### src/hdl/tfr_pkg.sv
package tfr_pkg;

    localparam int DEF_FRAME_DEPTH  = 32;
    localparam int DEF_MAX_TERM_LEN = 4;

    localparam int PING_LEN = 4;
    localparam logic [7:0] PING_WORD [PING_LEN] = '{8'h50, 8'h49, 8'h4E, 8'h47};

    typedef enum logic [1:0] {
        OP_BYTE = 2'd0,
        OP_TICK = 2'd1,
        OP_PING = 2'd2
    } t_op;

    typedef enum logic [2:0] {
        ST_NONE       = 3'd0,
        ST_EMPTY      = 3'd1,
        ST_PONG       = 3'd2,
        ST_BAD_PING   = 3'd3,
        ST_FRAME_TOUT = 3'd4,
        ST_PING_TOUT  = 3'd5,
        ST_OVERFLOW   = 3'd6
    } t_status;

    typedef enum logic [1:0] {
        REG_TERM_LEN   = 2'd0,
        REG_TERM_BYTES = 2'd1,
        REG_TIMEOUT    = 2'd2,
        REG_ECHO       = 2'd3
    } t_reg_idx;

    typedef enum logic [1:0] {
        SRC_STATUS = 2'd0,
        SRC_FRAME  = 2'd1,
        SRC_PING   = 2'd2,
        SRC_TERM   = 2'd3
    } t_src;

    typedef enum logic [3:0] {
        S_IDLE,
        S_DECODE,
        S_BYTE_CHK,
        S_OVF,
        S_TOUT,
        S_ACC_START,
        S_EMPTY,
        S_FRM_RD,
        S_FRM_OUT,
        S_AFTER,
        S_VERDICT,
        S_TERM,
        S_DONE,
        S_PING,
        S_PTERM
    } t_state;

    typedef struct packed {
        logic    load_in;
        logic    byte_upd;
        logic    tick_dec;
        logic    expire;
        logic    ping_start;
        logic    acc_done;
        logic    idx_clear;
        logic    idx_inc;
        logic    emit;
        t_src    src;
        t_status status;
        logic    last;
    } t_cmd;

    typedef struct packed {
        t_op  op;
        logic full;
        logic term_hit;
        logic armed;
        logic left_gt1;
        logic len_zero;
        logic cnt_zero;
        logic flen_zero;
        logic ping_pending;
        logic echo;
        logic frm_end;
        logic term_end;
        logic ping_end;
        logic pong;
        logic can_load;
    } t_stat;

endpackage

### src/hdl/tfr_ctrl.sv
module tfr_ctrl (
    input  logic          i_clk,
    input  logic          i_rst_n,
    input  logic          i_in_valid,
    output logic          o_in_stall,
    input  tfr_pkg::t_stat i_stat,
    output tfr_pkg::t_cmd  o_cmd
);
    import tfr_pkg::*;

    t_state r_state, n_state;
    logic   tail_none;

    always_ff @(posedge i_clk) begin
        if (!i_rst_n) begin
            r_state <= S_IDLE;
        end else begin
            r_state <= n_state;
        end
    end

    // nothing follows the frame bytes: no ping verdict and no echoed terminator
    assign tail_none = !i_stat.ping_pending && !(i_stat.echo && !i_stat.len_zero);

    always_comb begin
        n_state      = r_state;
        o_cmd        = '0;
        o_cmd.src    = SRC_STATUS;
        o_cmd.status = ST_NONE;
        case (r_state)
            S_IDLE: begin
                if (i_in_valid) begin
                    o_cmd.load_in = 1'b1;
                    n_state       = S_DECODE;
                end
            end
            S_DECODE: begin
                case (i_stat.op)
                    OP_BYTE: begin
                        o_cmd.byte_upd = 1'b1;
                        n_state        = i_stat.full ? S_OVF : S_BYTE_CHK;
                    end
                    OP_TICK: begin
                        if (!i_stat.armed) begin
                            n_state = S_IDLE;
                        end else if (i_stat.left_gt1) begin
                            o_cmd.tick_dec = 1'b1;
                            n_state        = S_IDLE;
                        end else begin
                            o_cmd.expire = 1'b1;
                            if (i_stat.len_zero && !i_stat.cnt_zero) begin
                                n_state = S_ACC_START;
                            end else begin
                                n_state = S_TOUT;
                            end
                        end
                    end
                    OP_PING: begin
                        o_cmd.ping_start = 1'b1;
                        o_cmd.idx_clear  = 1'b1;
                        n_state          = S_PING;
                    end
                    default: begin
                        n_state = S_IDLE;
                    end
                endcase
            end
            S_BYTE_CHK: begin
                n_state = i_stat.term_hit ? S_ACC_START : S_IDLE;
            end
            S_OVF: begin
                if (i_stat.can_load) begin
                    o_cmd.emit   = 1'b1;
                    o_cmd.status = ST_OVERFLOW;
                    o_cmd.last   = 1'b1;
                    n_state      = S_IDLE;
                end
            end
            S_TOUT: begin
                if (i_stat.can_load) begin
                    o_cmd.emit     = 1'b1;
                    o_cmd.status   = i_stat.ping_pending ? ST_PING_TOUT : ST_FRAME_TOUT;
                    o_cmd.last     = 1'b1;
                    o_cmd.acc_done = 1'b1;
                    n_state        = S_IDLE;
                end
            end
            S_ACC_START: begin
                o_cmd.idx_clear = 1'b1;
                n_state         = i_stat.flen_zero ? S_EMPTY : S_FRM_RD;
            end
            S_EMPTY: begin
                if (i_stat.can_load) begin
                    o_cmd.emit   = 1'b1;
                    o_cmd.status = ST_EMPTY;
                    o_cmd.last   = tail_none;
                    n_state      = S_AFTER;
                end
            end
            S_FRM_RD: begin
                n_state = S_FRM_OUT;
            end
            S_FRM_OUT: begin
                if (i_stat.can_load) begin
                    o_cmd.emit    = 1'b1;
                    o_cmd.src     = SRC_FRAME;
                    o_cmd.last    = i_stat.frm_end && tail_none;
                    o_cmd.idx_inc = 1'b1;
                    n_state       = i_stat.frm_end ? S_AFTER : S_FRM_RD;
                end
            end
            S_AFTER: begin
                if (i_stat.ping_pending) begin
                    n_state = S_VERDICT;
                end else if (i_stat.echo && !i_stat.len_zero) begin
                    o_cmd.idx_clear = 1'b1;
                    n_state         = S_TERM;
                end else begin
                    n_state = S_DONE;
                end
            end
            S_VERDICT: begin
                if (i_stat.can_load) begin
                    o_cmd.emit   = 1'b1;
                    o_cmd.status = i_stat.pong ? ST_PONG : ST_BAD_PING;
                    o_cmd.last   = 1'b1;
                    n_state      = S_DONE;
                end
            end
            S_TERM: begin
                if (i_stat.can_load) begin
                    o_cmd.emit    = 1'b1;
                    o_cmd.src     = SRC_TERM;
                    o_cmd.last    = i_stat.term_end;
                    o_cmd.idx_inc = 1'b1;
                    if (i_stat.term_end) begin
                        n_state = S_DONE;
                    end
                end
            end
            S_DONE: begin
                o_cmd.acc_done = 1'b1;
                n_state        = S_IDLE;
            end
            S_PING: begin
                if (i_stat.can_load) begin
                    o_cmd.emit    = 1'b1;
                    o_cmd.src     = SRC_PING;
                    o_cmd.last    = i_stat.ping_end && i_stat.len_zero;
                    o_cmd.idx_inc = 1'b1;
                    if (i_stat.ping_end) begin
                        if (i_stat.len_zero) begin
                            n_state = S_IDLE;
                        end else begin
                            o_cmd.idx_clear = 1'b1;
                            n_state         = S_PTERM;
                        end
                    end
                end
            end
            S_PTERM: begin
                if (i_stat.can_load) begin
                    o_cmd.emit    = 1'b1;
                    o_cmd.src     = SRC_TERM;
                    o_cmd.last    = i_stat.term_end;
                    o_cmd.idx_inc = 1'b1;
                    if (i_stat.term_end) begin
                        n_state = S_IDLE;
                    end
                end
            end
            default: begin
                n_state = S_IDLE;
            end
        endcase
    end

    assign o_in_stall = (r_state != S_IDLE);

endmodule

### src/hdl/tfr_dpath.sv
module tfr_dpath #(
    parameter int FRAME_DEPTH  = tfr_pkg::DEF_FRAME_DEPTH,
    parameter int MAX_TERM_LEN = tfr_pkg::DEF_MAX_TERM_LEN
) (
    input  logic           i_clk,
    input  logic           i_rst_n,
    input  tfr_pkg::t_cmd  i_cmd,
    output tfr_pkg::t_stat o_stat,
    input  logic [1:0]     i_operation,
    input  logic [7:0]     i_rx_byte,
    input  logic           psel,
    input  logic           penable,
    input  logic           pwrite,
    input  logic [3:0]     paddr,
    input  logic [31:0]    pwdata,
    output logic [31:0]    prdata,
    input  logic           i_out_stall,
    output logic           o_out_valid,
    output logic [7:0]     o_data_byte,
    output logic           o_to_host,
    output logic           o_to_line,
    output logic [2:0]     o_status,
    output logic           o_last
);
    import tfr_pkg::*;

    localparam int ADDR_W = $clog2(FRAME_DEPTH);
    localparam int CNT_W  = $clog2(FRAME_DEPTH + 1);

    // configuration
    logic [2:0]  r_term_len;
    logic [31:0] r_term_bytes;
    logic [15:0] r_timeout;
    logic        r_echo_en;

    // captured input word
    t_op        r_op;
    logic [7:0] r_byte;

    // frame store and receive state
    logic [7:0]        r_mem [FRAME_DEPTH];
    logic [7:0]        r_rd_data;
    logic [CNT_W-1:0]  r_count;
    logic [7:0]        r_tail [MAX_TERM_LEN];
    logic              r_ping_pending;
    logic              r_armed;
    logic [15:0]       r_timer_left;
    logic [ADDR_W-1:0] r_idx;
    logic              r_pong_ok;

    // output register
    logic       r_out_valid;
    logic [7:0] r_out_data;
    logic       r_out_host;
    logic       r_out_line;
    t_status    r_out_status;
    logic       r_out_last;

    logic [2:0]       eff_len;
    logic [CNT_W-1:0] flen;
    logic             term_ok;
    logic             full;
    logic             echo;
    logic             can_load;
    logic             cfg_wr;
    t_reg_idx         reg_sel;

    assign reg_sel = t_reg_idx'(paddr[3:2]);
    assign cfg_wr  = psel && penable && pwrite;

    always_ff @(posedge i_clk) begin
        if (!i_rst_n) begin
            r_term_len   <= 3'd1;
            r_term_bytes <= 32'd10;
            r_timeout    <= 16'd1000;
            r_echo_en    <= 1'b0;
        end else if (cfg_wr) begin
            case (reg_sel)
                REG_TERM_LEN:   r_term_len   <= pwdata[2:0];
                REG_TERM_BYTES: r_term_bytes <= pwdata;
                REG_TIMEOUT:    r_timeout    <= pwdata[15:0];
                REG_ECHO:       r_echo_en    <= pwdata[0];
                default: begin
                end
            endcase
        end
    end

    always_comb begin
        case (reg_sel)
            REG_TERM_LEN:   prdata = {29'd0, r_term_len};
            REG_TERM_BYTES: prdata = r_term_bytes;
            REG_TIMEOUT:    prdata = {16'd0, r_timeout};
            REG_ECHO:       prdata = {31'd0, r_echo_en};
            default:        prdata = '0;
        endcase
    end

    assign eff_len  = (r_term_len > 3'(MAX_TERM_LEN)) ? 3'(MAX_TERM_LEN) : r_term_len;
    assign flen     = r_count - CNT_W'(eff_len);
    assign full     = (r_count >= CNT_W'(FRAME_DEPTH));
    assign echo     = !r_ping_pending && r_echo_en;
    assign can_load = !r_out_valid || !i_out_stall;

    // tail age k pairs with terminator byte j when k + j + 1 equals the length
    always_comb begin
        term_ok = 1'b1;
        for (int k = 0; k < MAX_TERM_LEN; k++) begin
            for (int j = 0; j < MAX_TERM_LEN; j++) begin
                if ((3'(k + j + 1) == eff_len) && (r_tail[k] != r_term_bytes[8*j +: 8])) begin
                    term_ok = 1'b0;
                end
            end
        end
    end

    always_comb begin
        o_stat.op           = r_op;
        o_stat.full         = full;
        o_stat.term_hit     = (eff_len != 3'd0) && (r_count >= CNT_W'(eff_len)) && term_ok;
        o_stat.armed        = r_armed;
        o_stat.left_gt1     = (r_timer_left > 16'd1);
        o_stat.len_zero     = (eff_len == 3'd0);
        o_stat.cnt_zero     = (r_count == '0);
        o_stat.flen_zero    = (flen == '0);
        o_stat.ping_pending = r_ping_pending;
        o_stat.echo         = echo;
        o_stat.frm_end      = ((CNT_W'(r_idx) + CNT_W'(1)) == flen);
        o_stat.term_end     = ((3'(r_idx[1:0]) + 3'd1) == eff_len);
        o_stat.ping_end     = (r_idx[1:0] == 2'(PING_LEN - 1));
        o_stat.pong         = r_pong_ok && (flen == CNT_W'(PING_LEN));
        o_stat.can_load     = can_load;
    end

    always_ff @(posedge i_clk) begin
        if (!i_rst_n) begin
            r_count        <= '0;
            r_ping_pending <= 1'b0;
            r_armed        <= 1'b0;
            r_timer_left   <= '0;
            r_idx          <= '0;
            r_pong_ok      <= 1'b1;
            r_out_valid    <= 1'b0;
            for (int k = 0; k < MAX_TERM_LEN; k++) begin
                r_tail[k] <= '0;
            end
        end else begin
            if (i_cmd.byte_upd) begin
                r_armed      <= 1'b1;
                r_timer_left <= r_timeout;
                if (full) begin
                    r_count <= '0;
                    for (int k = 0; k < MAX_TERM_LEN; k++) begin
                        r_tail[k] <= '0;
                    end
                end else begin
                    r_count   <= r_count + CNT_W'(1);
                    r_tail[0] <= r_byte;
                    for (int k = 1; k < MAX_TERM_LEN; k++) begin
                        r_tail[k] <= r_tail[k-1];
                    end
                end
            end
            if (i_cmd.tick_dec) begin
                r_timer_left <= r_timer_left - 16'd1;
            end
            if (i_cmd.expire) begin
                r_timer_left <= '0;
                r_armed      <= 1'b0;
            end
            if (i_cmd.ping_start) begin
                r_ping_pending <= 1'b1;
                r_armed        <= 1'b1;
                r_timer_left   <= r_timeout;
            end
            if (i_cmd.acc_done) begin
                r_count        <= '0;
                r_armed        <= 1'b0;
                r_ping_pending <= 1'b0;
                for (int k = 0; k < MAX_TERM_LEN; k++) begin
                    r_tail[k] <= '0;
                end
            end

            if (i_cmd.idx_clear) begin
                r_idx     <= '0;
                r_pong_ok <= 1'b1;
            end else if (i_cmd.idx_inc) begin
                r_idx <= r_idx + ADDR_W'(1);
            end
            // collect the ping reply check while the first bytes stream out
            if (i_cmd.emit && (i_cmd.src == SRC_FRAME) && (CNT_W'(r_idx) < CNT_W'(PING_LEN))
                    && (r_rd_data != PING_WORD[r_idx[1:0]])) begin
                r_pong_ok <= 1'b0;
            end

            if (i_cmd.emit) begin
                r_out_valid <= 1'b1;
            end else if (!i_out_stall) begin
                r_out_valid <= 1'b0;
            end
        end
    end

    // payload: store, read port, captured input and output word
    always_ff @(posedge i_clk) begin
        if (i_cmd.byte_upd && !full) begin
            r_mem[r_count[ADDR_W-1:0]] <= r_byte;
        end
        r_rd_data <= r_mem[r_idx];
        if (i_cmd.load_in) begin
            r_op   <= t_op'(i_operation);
            r_byte <= i_rx_byte;
        end
        if (i_cmd.emit) begin
            r_out_last <= i_cmd.last;
            case (i_cmd.src)
                SRC_STATUS: begin
                    r_out_data   <= '0;
                    r_out_host   <= 1'b0;
                    r_out_line   <= 1'b0;
                    r_out_status <= i_cmd.status;
                end
                SRC_FRAME: begin
                    r_out_data   <= r_rd_data;
                    r_out_host   <= 1'b1;
                    r_out_line   <= echo;
                    r_out_status <= ST_NONE;
                end
                SRC_PING: begin
                    r_out_data   <= PING_WORD[r_idx[1:0]];
                    r_out_host   <= 1'b0;
                    r_out_line   <= 1'b1;
                    r_out_status <= ST_NONE;
                end
                SRC_TERM: begin
                    r_out_data   <= r_term_bytes[{r_idx[1:0], 3'b000} +: 8];
                    r_out_host   <= 1'b0;
                    r_out_line   <= 1'b1;
                    r_out_status <= ST_NONE;
                end
                default: begin
                    r_out_data   <= '0;
                    r_out_host   <= 1'b0;
                    r_out_line   <= 1'b0;
                    r_out_status <= ST_NONE;
                end
            endcase
        end
    end

    assign o_out_valid = r_out_valid;
    assign o_data_byte = r_out_data;
    assign o_to_host   = r_out_host;
    assign o_to_line   = r_out_line;
    assign o_status    = r_out_status;
    assign o_last      = r_out_last;

endmodule

### src/hdl/terminated_frame_receiver.sv
// terminated frame receiver: one input word in work at a time, one output word register
// plain byte: captured, decoded, then checked for a terminator; timer tick: captured, decoded; results registered
// frame by terminator: byte check, then per frame byte a registered store read and an output step
//   (a status word when empty); tick-ended frames skip the byte check; then ping verdict or echo
// ping request: ping text, then terminator bytes; stalled results hold up all of these
// sync active-low reset restores controller, counters, timer and registers; store not cleared
module terminated_frame_receiver #(
    parameter int FRAME_DEPTH  = tfr_pkg::DEF_FRAME_DEPTH,
    parameter int MAX_TERM_LEN = tfr_pkg::DEF_MAX_TERM_LEN
) (
    input  logic        i_clk,
    input  logic        i_rst_n,
    // input word channel
    input  logic        i_in_valid,
    output logic        o_in_stall,
    input  logic [1:0]  i_operation,
    input  logic [7:0]  i_rx_byte,
    // result word channel
    output logic        o_out_valid,
    input  logic        i_out_stall,
    output logic [7:0]  o_data_byte,
    output logic        o_to_host,
    output logic        o_to_line,
    output logic [2:0]  o_status,
    output logic        o_last,
    // register port
    input  logic        psel,
    input  logic        penable,
    input  logic        pwrite,
    input  logic [3:0]  paddr,
    input  logic [31:0] pwdata,
    output logic [31:0] prdata,
    output logic        pready
);
    import tfr_pkg::*;

    // command and status between sequencer and datapath
    t_cmd  cmd;
    t_stat stat;

    // register port never waits
    assign pready = 1'b1;

    // sequencer: takes a word only when idle, then walks the result sequence
    // (overflow, timeout, empty/frame bytes, ping verdict, echoed terminator, ping text and terminator)
    tfr_ctrl u_ctrl (
        .i_clk      (i_clk),
        .i_rst_n    (i_rst_n),
        .i_in_valid (i_in_valid),
        .o_in_stall (o_in_stall),
        .i_stat     (stat),
        .o_cmd      (cmd)
    );

    // datapath: registers, frame store, terminator compare, timer and output word register
    tfr_dpath #(
        .FRAME_DEPTH  (FRAME_DEPTH),
        .MAX_TERM_LEN (MAX_TERM_LEN)
    ) u_dpath (
        .i_clk       (i_clk),
        .i_rst_n     (i_rst_n),
        .i_cmd       (cmd),
        .o_stat      (stat),
        .i_operation (i_operation),
        .i_rx_byte   (i_rx_byte),
        .psel        (psel),
        .penable     (penable),
        .pwrite      (pwrite),
        .paddr       (paddr),
        .pwdata      (pwdata),
        .prdata      (prdata),
        .i_out_stall (i_out_stall),
        .o_out_valid (o_out_valid),
        .o_data_byte (o_data_byte),
        .o_to_host   (o_to_host),
        .o_to_line   (o_to_line),
        .o_status    (o_status),
        .o_last      (o_last)
    );

endmodule

### config.mk
export PLATFORM = sky130hd
export DESIGN_NAME = terminated_frame_receiver
export DESIGN_NICKNAME = d
export VERILOG_FILES = /design/src/hdl/tfr_pkg.sv /design/src/hdl/tfr_ctrl.sv /design/src/hdl/tfr_dpath.sv /design/src/hdl/terminated_frame_receiver.sv
export SDC_FILE = /design/constraint.sdc
export NUM_CORES = 1
export LEC_CHECK = 0
export BUFFER_PORTS_ARGS = -buffer_cell sky130_fd_sc_hd__buf_2
export CAP_MARGIN = 40
export CORE_ASPECT_RATIO = 0.6
export CORE_MARGIN = 5
export CORE_UTILIZATION = 37
export CTS_CLUSTER_SIZE = 40
export DETAILED_ROUTE_END_ITERATION = 8
export GPL_ROUTABILITY_DRIVEN = 0
export PLACE_DENSITY_LB_ADDON = 0.25
export SLEW_MARGIN = 20
export SYNTH_ARGS = -nofsm -noshare
export SYNTH_HDL_FRONTEND = slang
export SYNTH_SLANG_ARGS = --single-unit
### constraint.sdc
create_clock -name i_clk -period 2.6 [get_ports i_clk]
set_input_delay 0.13 -clock i_clk [delete_from_list [all_inputs] [get_ports i_clk]]
set_output_delay 0.13 -clock i_clk [all_outputs]
set_load 0.01 [all_outputs]
; Word-level counts from Yosys, hierarchy flattened
; Memory sizes are Yosys's and may differ from the RTL's. A register that Yosys moved wholly into a read port is not among the register bits.
; Index checks and enable logic that the tools add are counted.
[classes]
n_lt_le_gt_ge = 6
n_bitwise = 14
shifts = 1
n_mux = 118
reduce_logical = 64
n_addsub = 6
n_eq_ne = 62
[ops]
columns = cell, count
row1 = $ne A8 B8 Y1, 17
row2 = $pmux W32 S4, 1
row3 = $mux W8, 14
row4 = $mux W4, 20
row5 = $mux W16, 4
row6 = $mux W1, 56
row7 = $pmux W4 S13, 1
row8 = $pmux W8 S4, 1
row9 = $shiftx A32 B6 Y8, 1
row10 = $logic_and A1 B1 Y1, 31
row11 = $eq A4 B4 Y1 const B, 7
row12 = $ne A2 B1 Y1 const B, 11
row13 = $bmux W8 S2, 1
row14 = $eq A4 B3 Y1 const B, 4
row15 = $gt A16 B1 Y1 const B, 1
row16 = $sub A16 B1 Y16 const B, 1
row17 = $eq A2 B2 Y1 const B, 6
row18 = $eq A3 B3 Y1 const A, 4
row19 = $logic_not A6 Y1, 2
row20 = $mux W3, 4
row21 = $or A1 B1 Y1, 12
row22 = $pmux W3 S4, 1
row23 = $pmux W4 S3, 1
row24 = $reduce_and A11 Y1, 1
row25 = other kinds (42), 69
[totals]
mem_bits_rw = 288
out_inout_bits = 49
ff_bits = 111
word_cells = 292
mem_count = 2
input_bits = 53
[memory_table]
columns = memory, words, word_bits, rd, rd_clocked_by_memory_dff, wr, line
row1 = u_dpath.r_mem, 32, 8, 1, 1, 1, tfr_dpath.sv:41  ; logic [7:0] r_mem [FRAME_DEPTH];
row2 = u_dpath.r_tail, 4, 8, 4, 0, 4, tfr_dpath.sv:44  ; logic [7:0] r_tail [MAX_TERM_LEN];

; Longest topological paths before layout
; Gate-level depths: netlist (run 1).
[logic_depth]
ltp_word = 23
depth_mapped = 14
depth_no_buf = 12

; By module
; Synthesis (run 1) repeated with hierarchy kept, for this count alone.
[unflattened]
cells_unflattened = 1401
area_unflattened_um2 = 18431.4
[by_module_without_submodules]
columns = module, area_per_inst_um2, cells_per_inst, n_inst
row1 = tfr_dpath, 17645.7, 1283, 1
row2 = tfr_ctrl, 774.5, 116, 1
row3 = terminated_frame_receiver, 11.3, 2, 1

; Least setup slack after synthesis (run 1)
; No wires, ideal clock.
[synth_path]
path_kind = register to register
startpoint = register u_dpath.r_idx[1]
endpoint = register u_ctrl.r_state[2]
setup_time_ps = 127
stages_incl_launch_ff = 15
period_less_slack_ps = 2837
slack_ps = -237
arrival_ps = 2711
cell_sequence = dfxtp_1 > buf_2 > buf_2 > buf_2 > buf_2 > inv_1 > ha_1 > buf_1 > and4b_1 > a31oi_1 > a41oi_1 > o21ai_0 > nor2_1 > a22oi_1 > nand3_1
[synth_via]
elab_chain_cells = 5
word_cells_on_any_way = 12
cone_classes = add/sub (2) / eq/ne (6) / mux (3) / reduce/logical (1)
[synth_lines]
columns = item, line
row1 = from (decl), tfr_dpath.sv:48  ; logic [ADDR_W-1:0] r_idx;
row2 = from (signal assigned), tfr_dpath.sv:189  ; r_idx <= r_idx + ADDR_W'(1);
row3 = $add A5 B1 Y6, tfr_dpath.sv:128  ; o_stat.frm_end = ((CNT_W'(r_idx) + CNT_W'(1)) == flen);
row4 = $eq A6 B6 Y1, tfr_dpath.sv:128
row5 = $mux W4, tfr_ctrl.sv:109  ; n_state = i_stat.frm_end ? S_AFTER : S_FRM_RD;
row6 = $mux W4, tfr_ctrl.sv:104  ; if (i_stat.can_load) begin
row7 = $pmux W4 S13, tfr_ctrl.sv:30  ; case (r_state)
row8 = to (signal assigned), tfr_ctrl.sv:18  ; r_state <= n_state;
row9 = to (decl), tfr_ctrl.sv:11  ; t_state r_state, n_state;
; Parallel ways exist; a longest one is shown, timed or not. The select of a mux whose other input is x is not followed.
; A chain may end at the register's enable or synchronous reset.

; Worst setup path in the final report (run 1)
[layout_path]
startpoint = register u_dpath.r_term_bytes[6]
endpoint = register u_ctrl.r_state[0]
[layout_via]
elab_chain_cells = 21
word_cells_on_any_way = 27
cone_classes = eq/ne (4) / mux (18) / reduce/logical (5)
[layout_lines]
columns = item, line
row1 = from (decl), tfr_dpath.sv:32  ; logic [31:0] r_term_bytes;
row2 = from (signal assigned), tfr_dpath.sv:80  ; REG_TERM_BYTES: r_term_bytes <= pwdata;
row3 = $ne A8 B8 Y1, tfr_dpath.sv:110  ; if ((3'(k + j + 1) == eff_len) && (r_tail[k] != r_term_bytes[8*j +: 8])) begin
row4 = $logic_and A1 B1 Y1, tfr_dpath.sv:110
row5 = $mux W1 (12 in a row), tfr_dpath.sv:110
row6 = $mux W1 * (4 in a row), tfr_dpath.sv:110
row7 = $logic_and A1 B1 Y1 *, tfr_dpath.sv:120  ; o_stat.term_hit = (eff_len != 3'd0) && (r_count >= CNT_W'(eff_len)) && term_ok;
row8 = $mux W3 *, tfr_ctrl.sv:69  ; n_state = i_stat.term_hit ? S_ACC_START : S_IDLE;
row9 = $pmux W4 S13 *, tfr_ctrl.sv:30
; Mark *: on every way between the ends. The rest lies on a longest branch, timed or not.

==> results of run 1 <==
## registers in the layout (all words and copies together) (netlist names), 3 cells and up
signal / cells
u_ctrl.r_state: 4
u_dpath.r_term_len: 3
u_dpath.r_timer_left: 16
u_dpath.r_term_bytes: 32
u_dpath.r_count: 6
u_dpath.r_tail: 32
u_dpath.r_rd_data: 8
u_dpath.r_byte: 8
u_dpath.o_status: 3
u_dpath.r_mem: 256
u_dpath.r_idx: 5
u_dpath.r_timeout: 16
u_dpath.o_data_byte: 8
## kinds of logic after synthesis
| family | count (synthesis) |
|---|---|
| xor gates and xnor gates | 112 |
| and+or+nand+nor | 430 |
| AOI/OAI and AO/OA | 201 |
| other | 1 |
| adders and majority gates | 12 |
| buffers and inverters | 128 |
| muxes | 105 |
| DFF | 407 |
## critical path, cell delays in order, from the launching register on
cell,delay [ns]
dfxtp_1,0.65
xnor2_1,0.21
nand4_1,0.11
nor4_1,0.63
nand4_1,0.18
o21bai_1,0.47
nand3_2,0.19
nand3_2,0.11
## worst max path at each step
stage	depth (start not counted)	slack, ns	start	endpoint
5_1_grt	13	-0.07	u_dpath.r_term_len[0]$_SDFFE_PN1P_	u_ctrl.r_state[1]$_SDFFE_PN0P_
3_5_place_dp	13	-0.12	u_dpath.r_term_len[0]$_SDFFE_PN1P_	u_ctrl.r_state[0]$_SDFFE_PN0P_
4_1_cts	15	0.009	u_dpath.r_term_len[2]$_SDFFE_PN0P_	u_ctrl.r_state[2]$_SDFFE_PN0P_
2_1_floorplan	14	0.02	u_dpath.r_idx[1]$_SDFFE_PP0P_	u_ctrl.r_state[3]$_SDFFE_PN0P_
6_report	7	-0.03	u_dpath.r_term_bytes[6]$_SDFFE_PN0P_	u_ctrl.r_state[0]$_SDFFE_PN0P_
3_3_place_gp	6	-0.16	u_ctrl.r_state[3]$_SDFFE_PN0P_	u_dpath.r_tail[3][0]$_SDFFCE_PP0P_
## synth_stat cells, drive strengths merged (4+ instances only)
library cell,count,area share
or3,9,0.0031
nor2b,14,0.0048
nor4,18,0.0073
a221oi,4,0.0019
nor2,80,0.016
a22oi,11,0.0045
a21boi,43,0.018
mux4,89,0.11
clkbuf,81,0.017
xnor2,47,0.022
nand2,179,0.037
nand2b,4,0.0014
a211oi,8,0.0035
buf,31,0.0081
edfxtp,288,0.47
nor4b,5,0.0032
o21ai,33,0.0092
nand3b,11,0.0045
a22o,24,0.011
mux2,9,0.0055
nand4,16,0.0055
and3,6,0.0021
and2,30,0.010
o31ai,5,0.0020
dfxtp,119,0.13
ha,11,0.0075
nor3b,5,0.0020
a21oi,43,0.012
xor2,65,0.031
inv,16,0.0033
nand3,27,0.0076
a31oi,4,0.0014
nor3,18,0.0058
mux2i,7,0.0038
## area by class of cell
| type | count | area [µm²] | share of cell area |
|---|---|---|---|
| antenna | 1 | 2.502 | 0.0001129 |
| inverter | 16 | 60.06 | 0.002709 |
| tap | 650 | 813.3 | 0.03669 |
| timing repair buffer | 290 | 2102 | 0.09482 |
| clock buffer | 50 | 1059 | 0.04775 |
| sequential | 407 | 11040 | 0.4981 |
| clock inverter | 20 | 158.9 | 0.007168 |
| multi-input combinational | 861 | 6932 | 0.3127 |
## timing repair
| action | 4_1_cts | 5_1_grt |
|---|---|---|
| resized for setup | 5 | 22 |
| buffers inserted | 14 | 4 |
| hold endpoints to repair | 62 | 0 |
| pin swaps | 9 | 10 |
| hold buffers | 42 | 0 |
| endpoints found under the setup margin | 6 | 6 |
## power groups by stage
stage | Sequential, mW | Clock, mW | Combinational, mW
2_1_floorplan | 7.82 | 0 | 1.50
3_3_place_gp | 7.80 | 0 | 2.48
3_5_place_dp | 7.78 | 0 | 2.56
4_1_cts | 7.64 | 5.62 | 2.66
5_1_grt | 7.67 | 5.89 | 2.99
6_report | 7.65 | 5.50 | 2.74
## metrics by stage
| step | instances | area (µm²) | hold slack (ns) |
|---|---|---|---|
| after floorplan | 1396 | 18370 | 0.2289 |
| after global placement | 2163 | 20250 | 0.3082 |
| after detailed placement | 2165 | 20270 | 0.3081 |
| after CTS | 2291 | 22030 | 0.01921 |
| after global routing | 2294 | 22170 | 0.06561 |
| final | 2295 | 22170 | 0.04888 |
## layer usage
| layer | GRT usage | vias up | part of all wire |
|---|---|---|---|
| met5 | 0 | - | 0 |
| met3 | 0.04174 | 66 | 0.093 |
| met4 | 0.03182 | 0 | 0.014 |
| li1 | - | 5608 | - |
| met2 | 0.2349 | 530 | 0.38 |
| met1 | 0.3371 | 6382 | 0.52 |
==> results.md, run 1 <==
- Setup slack of the most critical reg-to-reg path: -0.03 ns
- Clock tree from TritonCTS: yes
- Classification of the worst setup path: reg2reg
- Max-cap check violation count: 0
- Xor/xnor cell area share of the yosys netlist: 0.05345
- Clock insertion delay at the later pin of the skew report: 0.55 ns
- Sequential fraction of design power: 0.481
- Status: complete, but fails checks
- I/O Pins: roughly 100
- HP Class: in2reg
- Worst Max-Slew Pin Slew: about 0.73 ns
- Max-slew violation total from the final report: 0
- Post-Syn Nets: about 1500
- Power spent charging and discharging nets: about 4.3 mW
- Number of cells traversed by the worst register-to-register path: 7
- Library cell used as clock root buffer: clkbuf_16
- Number of standard cells after synthesis: between 1000 and 1500
- Min-Delay Startpoint: paddr[3]
- Overall die width: slightly below 300 µm
- HPWL after DPL: around 38000 µm
- Number of nets with antenna violations after detailed routing: 0
- Share of final-layout standard cells stronger than drive strength 1: 0.2658
- Number of global-route vias before repair: 12050
- Fill count: about 4400
- Share of the clock period used by the worst path after layout: 1.011
- Worst hold path stage count: 4
- Type of destination of the critical path: flip-flop
- Port-buffer cells: ~100
- Final core utilization: 0.4507
- Power per unit of standard cell area: a little over 700 nW/µm²
- Total Neg Setup Slack: -0.05062 ns
- Bufs on Longest Clock Path: 3
- Crit Reg-Reg Endpoint: u_ctrl.r_state[0]$_SDFFE_PN0P_
- Proportion of synthesized area in mux cells: 0.1186
- Leak Pwr: about 7.9 nW
- Headroom to the max-slew limit: 0.5055
- Worst vdd ir: about 0.73 mV
- Simple-gate portion of the synthesized area: 0.1144
- Proportion of power drawn by combinational gates: 0.172
- Wire per inst: about 23 µm
- DIE HEIGHT: around 180 µm
- Endpoints failing hold: 0
- Crit Reg-Reg Startpoint: u_dpath.r_term_bytes[6]$_SDFFE_PN0P_
- Adder-cell area share of the yosys netlist: 0.008590
- Required arrival time at the worst endpoint: 3.08 ns
- Maximum achievable frequency: 380.3 MHz
- Number of library cell types mapped by synthesis: 72
- GRT Util Overall: 0.1923
- Placeable core region: 49190 µm²
- Post-synthesis compound-gate area fraction: 0.07581
- H-tree Lvls: 2
- Violations in the final reports: negative setup slack
- RSZ-0062 raised after global routing: yes
- Layout area overhead: 20.79%
- Mean number of vias per cell: roughly 5.5
- Initial DRC Count: approximately 1500
- Floorplan die area: around 54000 µm²
- Post-synthesis sequential element count: about 400
- Overall power of the completed layout: ~16 mW
- Most common cell after layout, fill and taps aside: edfxtp_1
- TritonCTS Buffers: 39
- Setup crit start kind: flip-flop
- Smallest setup slack after layout: -0.02921 ns
- Clock group share of total power: 0.346
- Async S/R FF share, synth: 0
- Maximum number of pins on one net before global-route repair: 75
- Global-route wire length before repair: slightly below 80000 µm
- Post-route DRC: 0
- Average cell area after synthesis: approximately 13 µm²
- Fraction of power spent switching nets: 0.2720
- Crit path max fanout: 7
- Synth Warn #: 0
- Synthesized area: roughly 18000 µm²
- GRT overflow: 0
- Dominant combinational cell family by area after synthesis: multiplexers
- Final setup violation count: 2
- Commonest non-fill, non-tap cells in the layout: 288 x edfxtp_1, 177 x nand2_1, 143 x buf_4
- CP Data Arrival Time: 3.11 ns
- TritonRoute pass-1 iters: 7
- Top FF cell, synth: edfxtp_1
- Final clock skew: roughly 0.023 ns
- Effective utilization at floorplan: 0.3731
- Final-stage net count: 1680
- Sequential share of the synthesized area: 0.6010
- Internal power summed over all cells: roughly 12 mW
- CTS sink cnt: just over 400
- Clock slew at the register clock pins of the worst setup and hold paths: around 0.060 ns
- Min Clock Period, post-route: around 2.6 ns
- Routed via count: ~13000
- Initial antenna violation count: 1
- WL final: about 54000 µm
- Pre-CTS setup slack: -0.1246 ns
- Min-Delay Endpoint: u_dpath.r_echo_en$_SDFFE_PN0P_
- Number of flops mapped to enable cells by yosys: ~290
- Number of rows created at floorplan: 63
Power figures use the tool's default switching activity.
==> run 2, diff against run 1 <==
- SKIP_CTS_REPAIR_TIMING: default -> 1
==> run 2 against run 1 <==
Against the previous run: clock skew is 0.0038 ns lower; via count is 0.79% lower; die area stayed put; the run still ends with negative setup slack left; critical endpoint unchanged; sequential cell count stayed put; combinational power is 2% lower.
==> results.md, run 2 (synthesized netlist as in run 1, its figures left out) <==
- Layout area overhead: 20.05%
- Placeable core region: 49190 µm² (unchanged)
- Status: complete, but fails checks
- Floorplan die area: 54300 µm² (unchanged)
- Fraction of power spent switching nets: 0.2722 (about the same)
- Initial DRC Count: 1495 (-2.1%)
- GRT overflow: 0 (unchanged)
- RSZ-0062 raised after global routing: yes
- Clock insertion delay at the later pin of the skew report: 0.55 ns (about the same)
- Type of destination of the critical path: flip-flop
- Crit path max fanout: 5 (-2)
- Worst path bufs/invs: 1 (+1)
- Cells along the critical path: buf_4 > xor2_1 > nor4_1 > a211oi_1 > a311oi_1 > o21bai_1 > nand3_1 > nand3_1
- Power spent charging and discharging nets: 4.313 mW (-0.20%)
- Endpoints failing hold: 0 (unchanged)
- Number of nets with antenna violations after detailed routing: 0 (unchanged)
- Initial antenna violation count: 1 (unchanged)
- GRT Util Overall: 0.1890 (-0.003287)
- Routed via count: 12490 (-0.79%)
- Power per unit of standard cell area: 719.1 nW/µm² (+0.33%)
- H-tree Lvls: 2 (unchanged)
- Final setup violation count: 2 (unchanged)
- Cell Area, Placed: 20270 µm² (unchanged)
- Final clock skew: 0.01948 ns (-0.003819 ns)
- Worst vdd ir: 0.7310 mV (-0.27%)
- Clock slew at the register clock pins of the worst setup and hold paths: 0.06 ns (about the same)
- Mean number of vias per cell: 5.479 (about the same)
- Internal power summed over all cells: 11.53 mW (-0.32%)
- Met3 WL post-DR: 5273 µm (+5.4%)
- Share of final-layout standard cells stronger than drive strength 1: 0.2598 (-0.005987)
- Post-route DRC: 0 (unchanged)
- Library cell used as clock root buffer: clkbuf_16
- Most frequent cell on the critical path: nand3_1
- Max-cap check violation count: 0 (unchanged)
- Maximum number of pins on one net before global-route repair: 75 (unchanged)
- Max reg flops: 256 (unchanged)
- Violations in the final reports: negative setup slack
- HPWL after DPL: 37740 µm (unchanged)
- Classification of the worst setup path: reg2reg
- Final-stage net count: 1664 (-0.95%)
- TritonCTS Buffers: 39 (unchanged)
- Headroom to the max-slew limit: 0.4858 (-0.01968)
- Highest layer used for signal routing: met4
- Total Neg Setup Slack: -0.009976 ns (+0.04064 ns)
- Metal-1 WL: 27400 µm (-1.2%)
- Global-route wire length before repair: 77910 µm (-2.0%)
- CTS sink cnt: 407 (unchanged)
- Worst Max-Slew Pin Slew: 0.7642 ns (+0.02926 ns)
- CP Data Arrival Time: 3.09 ns (-0.02 ns)
- Number of global-route vias before repair: 11710 (-2.8%)
- Sequential fraction of design power: 0.483 (+0.002)
- HP Class: in2reg
- Port-buffer cells: 98 (unchanged)
- Met2 routed wirelength: 19890 µm (-1.1%)
- Post-route standard cell area excluding fillers: 22030 µm² (-0.61%)
- Max-slew violation total from the final report: 0 (unchanged)
- Maximum achievable frequency: 383.8 MHz (+0.91%)
- Bufs on Longest Clock Path: 3 (unchanged)
- Smallest setup slack after layout: -0.005546 ns (+0.02366 ns)
- Critical Path Max Stage Delay: 0.68 ns (+0.03 ns)
- I/O Pins: 102 (unchanged)
- Clock tree from TritonCTS: yes
- Leak Pwr: 7.855 nW (-0.82%)
- Fill count: 4454 (+0.27%)
- Min Clock Period, post-route: 2.606 ns (-0.02366 ns)
- Wire per inst: 23.38 µm (+0.20%)
- Setup crit start kind: flip-flop
- Clock group share of total power: 0.347 (about the same)
- TritonRoute pass-1 iters: 5 (-2)
- Gate family responsible for the most delay along the worst path: simple AND/OR/NAND/NOR gates
- Overall die width: 297.5 µm (unchanged)
- Slowest stage cell, crit path: nor4_1
- WL final: 53280 µm (-0.50%)
- Commonest non-fill, non-tap cells in the layout: 288 x edfxtp_1, 176 x nand2_1, 129 x buf_4
- DIE HEIGHT: 182.5 µm (unchanged)
- Required arrival time at the worst endpoint: 3.08 ns (about the same)
- Number of rows created at floorplan: 63 (unchanged)
- Share of the clock period used by the worst path after layout: 1.002 (-0.009100)
- Effective utilization at floorplan: 0.3731 (unchanged)
- Most common cell after layout, fill and taps aside: edfxtp_1
- Proportion of power drawn by combinational gates: 0.170 (-0.002)
-- run 2: cell count changes in the layout (fill, tap and decap cells not counted), moves of 2 or more --
cell / previous run / this run
nand3_2: 3 / 1
xnor2_1: 46 / 44
ha_4: 2 / 0
buf_6: 2 / 0
xnor2_2: 1 / 3
nand3_1: 24 / 26
buf_4: 143 / 129
ha_2: 0 / 2
-- run 2: final cells by class --
| type | instances | area, µm² | share of cell area |
|---|---|---|---|
| inverters | 16 | 60.06 | 0.002726 |
| multi-input cells | 861 | 6925 | 0.3143 |
| repair buffers | 274 | 1974 | 0.08961 |
| clock inverters | 20 | 158.9 | 0.007212 |
| flip-flops and latches | 407 | 11040 | 0.5010 |
| well taps | 650 | 813.3 | 0.03691 |
| clock buffers | 50 | 1059 | 0.04804 |
| diodes | 1 | 2.502 | 0.0001136 |
-- run 2: final timing paths --
path | start | to | slack [ns] | cells past startpoint
worst max-delay path | u_dpath.r_term_bytes[0]$_SDFFE_PN0P_ | u_ctrl.r_state[0]$_SDFFE_PN0P_ | -0.006 | 8
worst min-delay path | paddr[3] | u_dpath.r_echo_en$_SDFFE_PN0P_ | 0.05 | 4
worst max register to register | u_dpath.r_term_bytes[0]$_SDFFE_PN0P_ | u_ctrl.r_state[0]$_SDFFE_PN0P_ | -0.006 | 8
worst min register to register | u_dpath.r_timer_left[14]$_SDFFE_PN0P_ | u_dpath.r_timer_left[14]$_SDFFE_PN0P_ | 0.49 | 2
-- run 2: power by group through the flow --
stage,clock network [mW],registers [mW],logic (mW)
final,5.50,7.65,2.69
after global routing,5.89,7.67,2.94
after CTS,5.62,7.64,2.57
after detailed placement,0,7.78,2.56
after global placement,0,7.80,2.48
after floorplan,0,7.82,1.50
-- run 2: through the flow --
stage               instances  utilization  hold WS (ns)  worst slack (ns)  total power [mW]
global route             2278       0.4479       0.06978           -0.1040             16.51
global placement         2163       0.4117        0.3082           -0.1631             10.28
finish                   2279       0.4479       0.04994         -0.005546             15.84
floorplan                1396            -        0.2289           0.01970             9.322
CTS                      2235       0.4369       -0.2652           -0.1338             15.83
detailed placement       2165       0.4122        0.3081           -0.1246             10.34
-- run 2: layer usage --
metal	GRT usage	vias up
li1	-	5571
met1	0.3339	6335
met2	0.2260	520
met3	0.04328	61
met4	0.03144	0
met5	0	-
-- run 2: worst register-to-register path: stages, from the launching register on --
cell      delay, ns
dfxtp_1        0.58
buf_4          0.22
xor2_1         0.06
nor4_1         0.68
a211oi_1       0.17
a311oi_1       0.26
o21bai_1       0.25
nand3_1        0.22
nand3_1        0.11
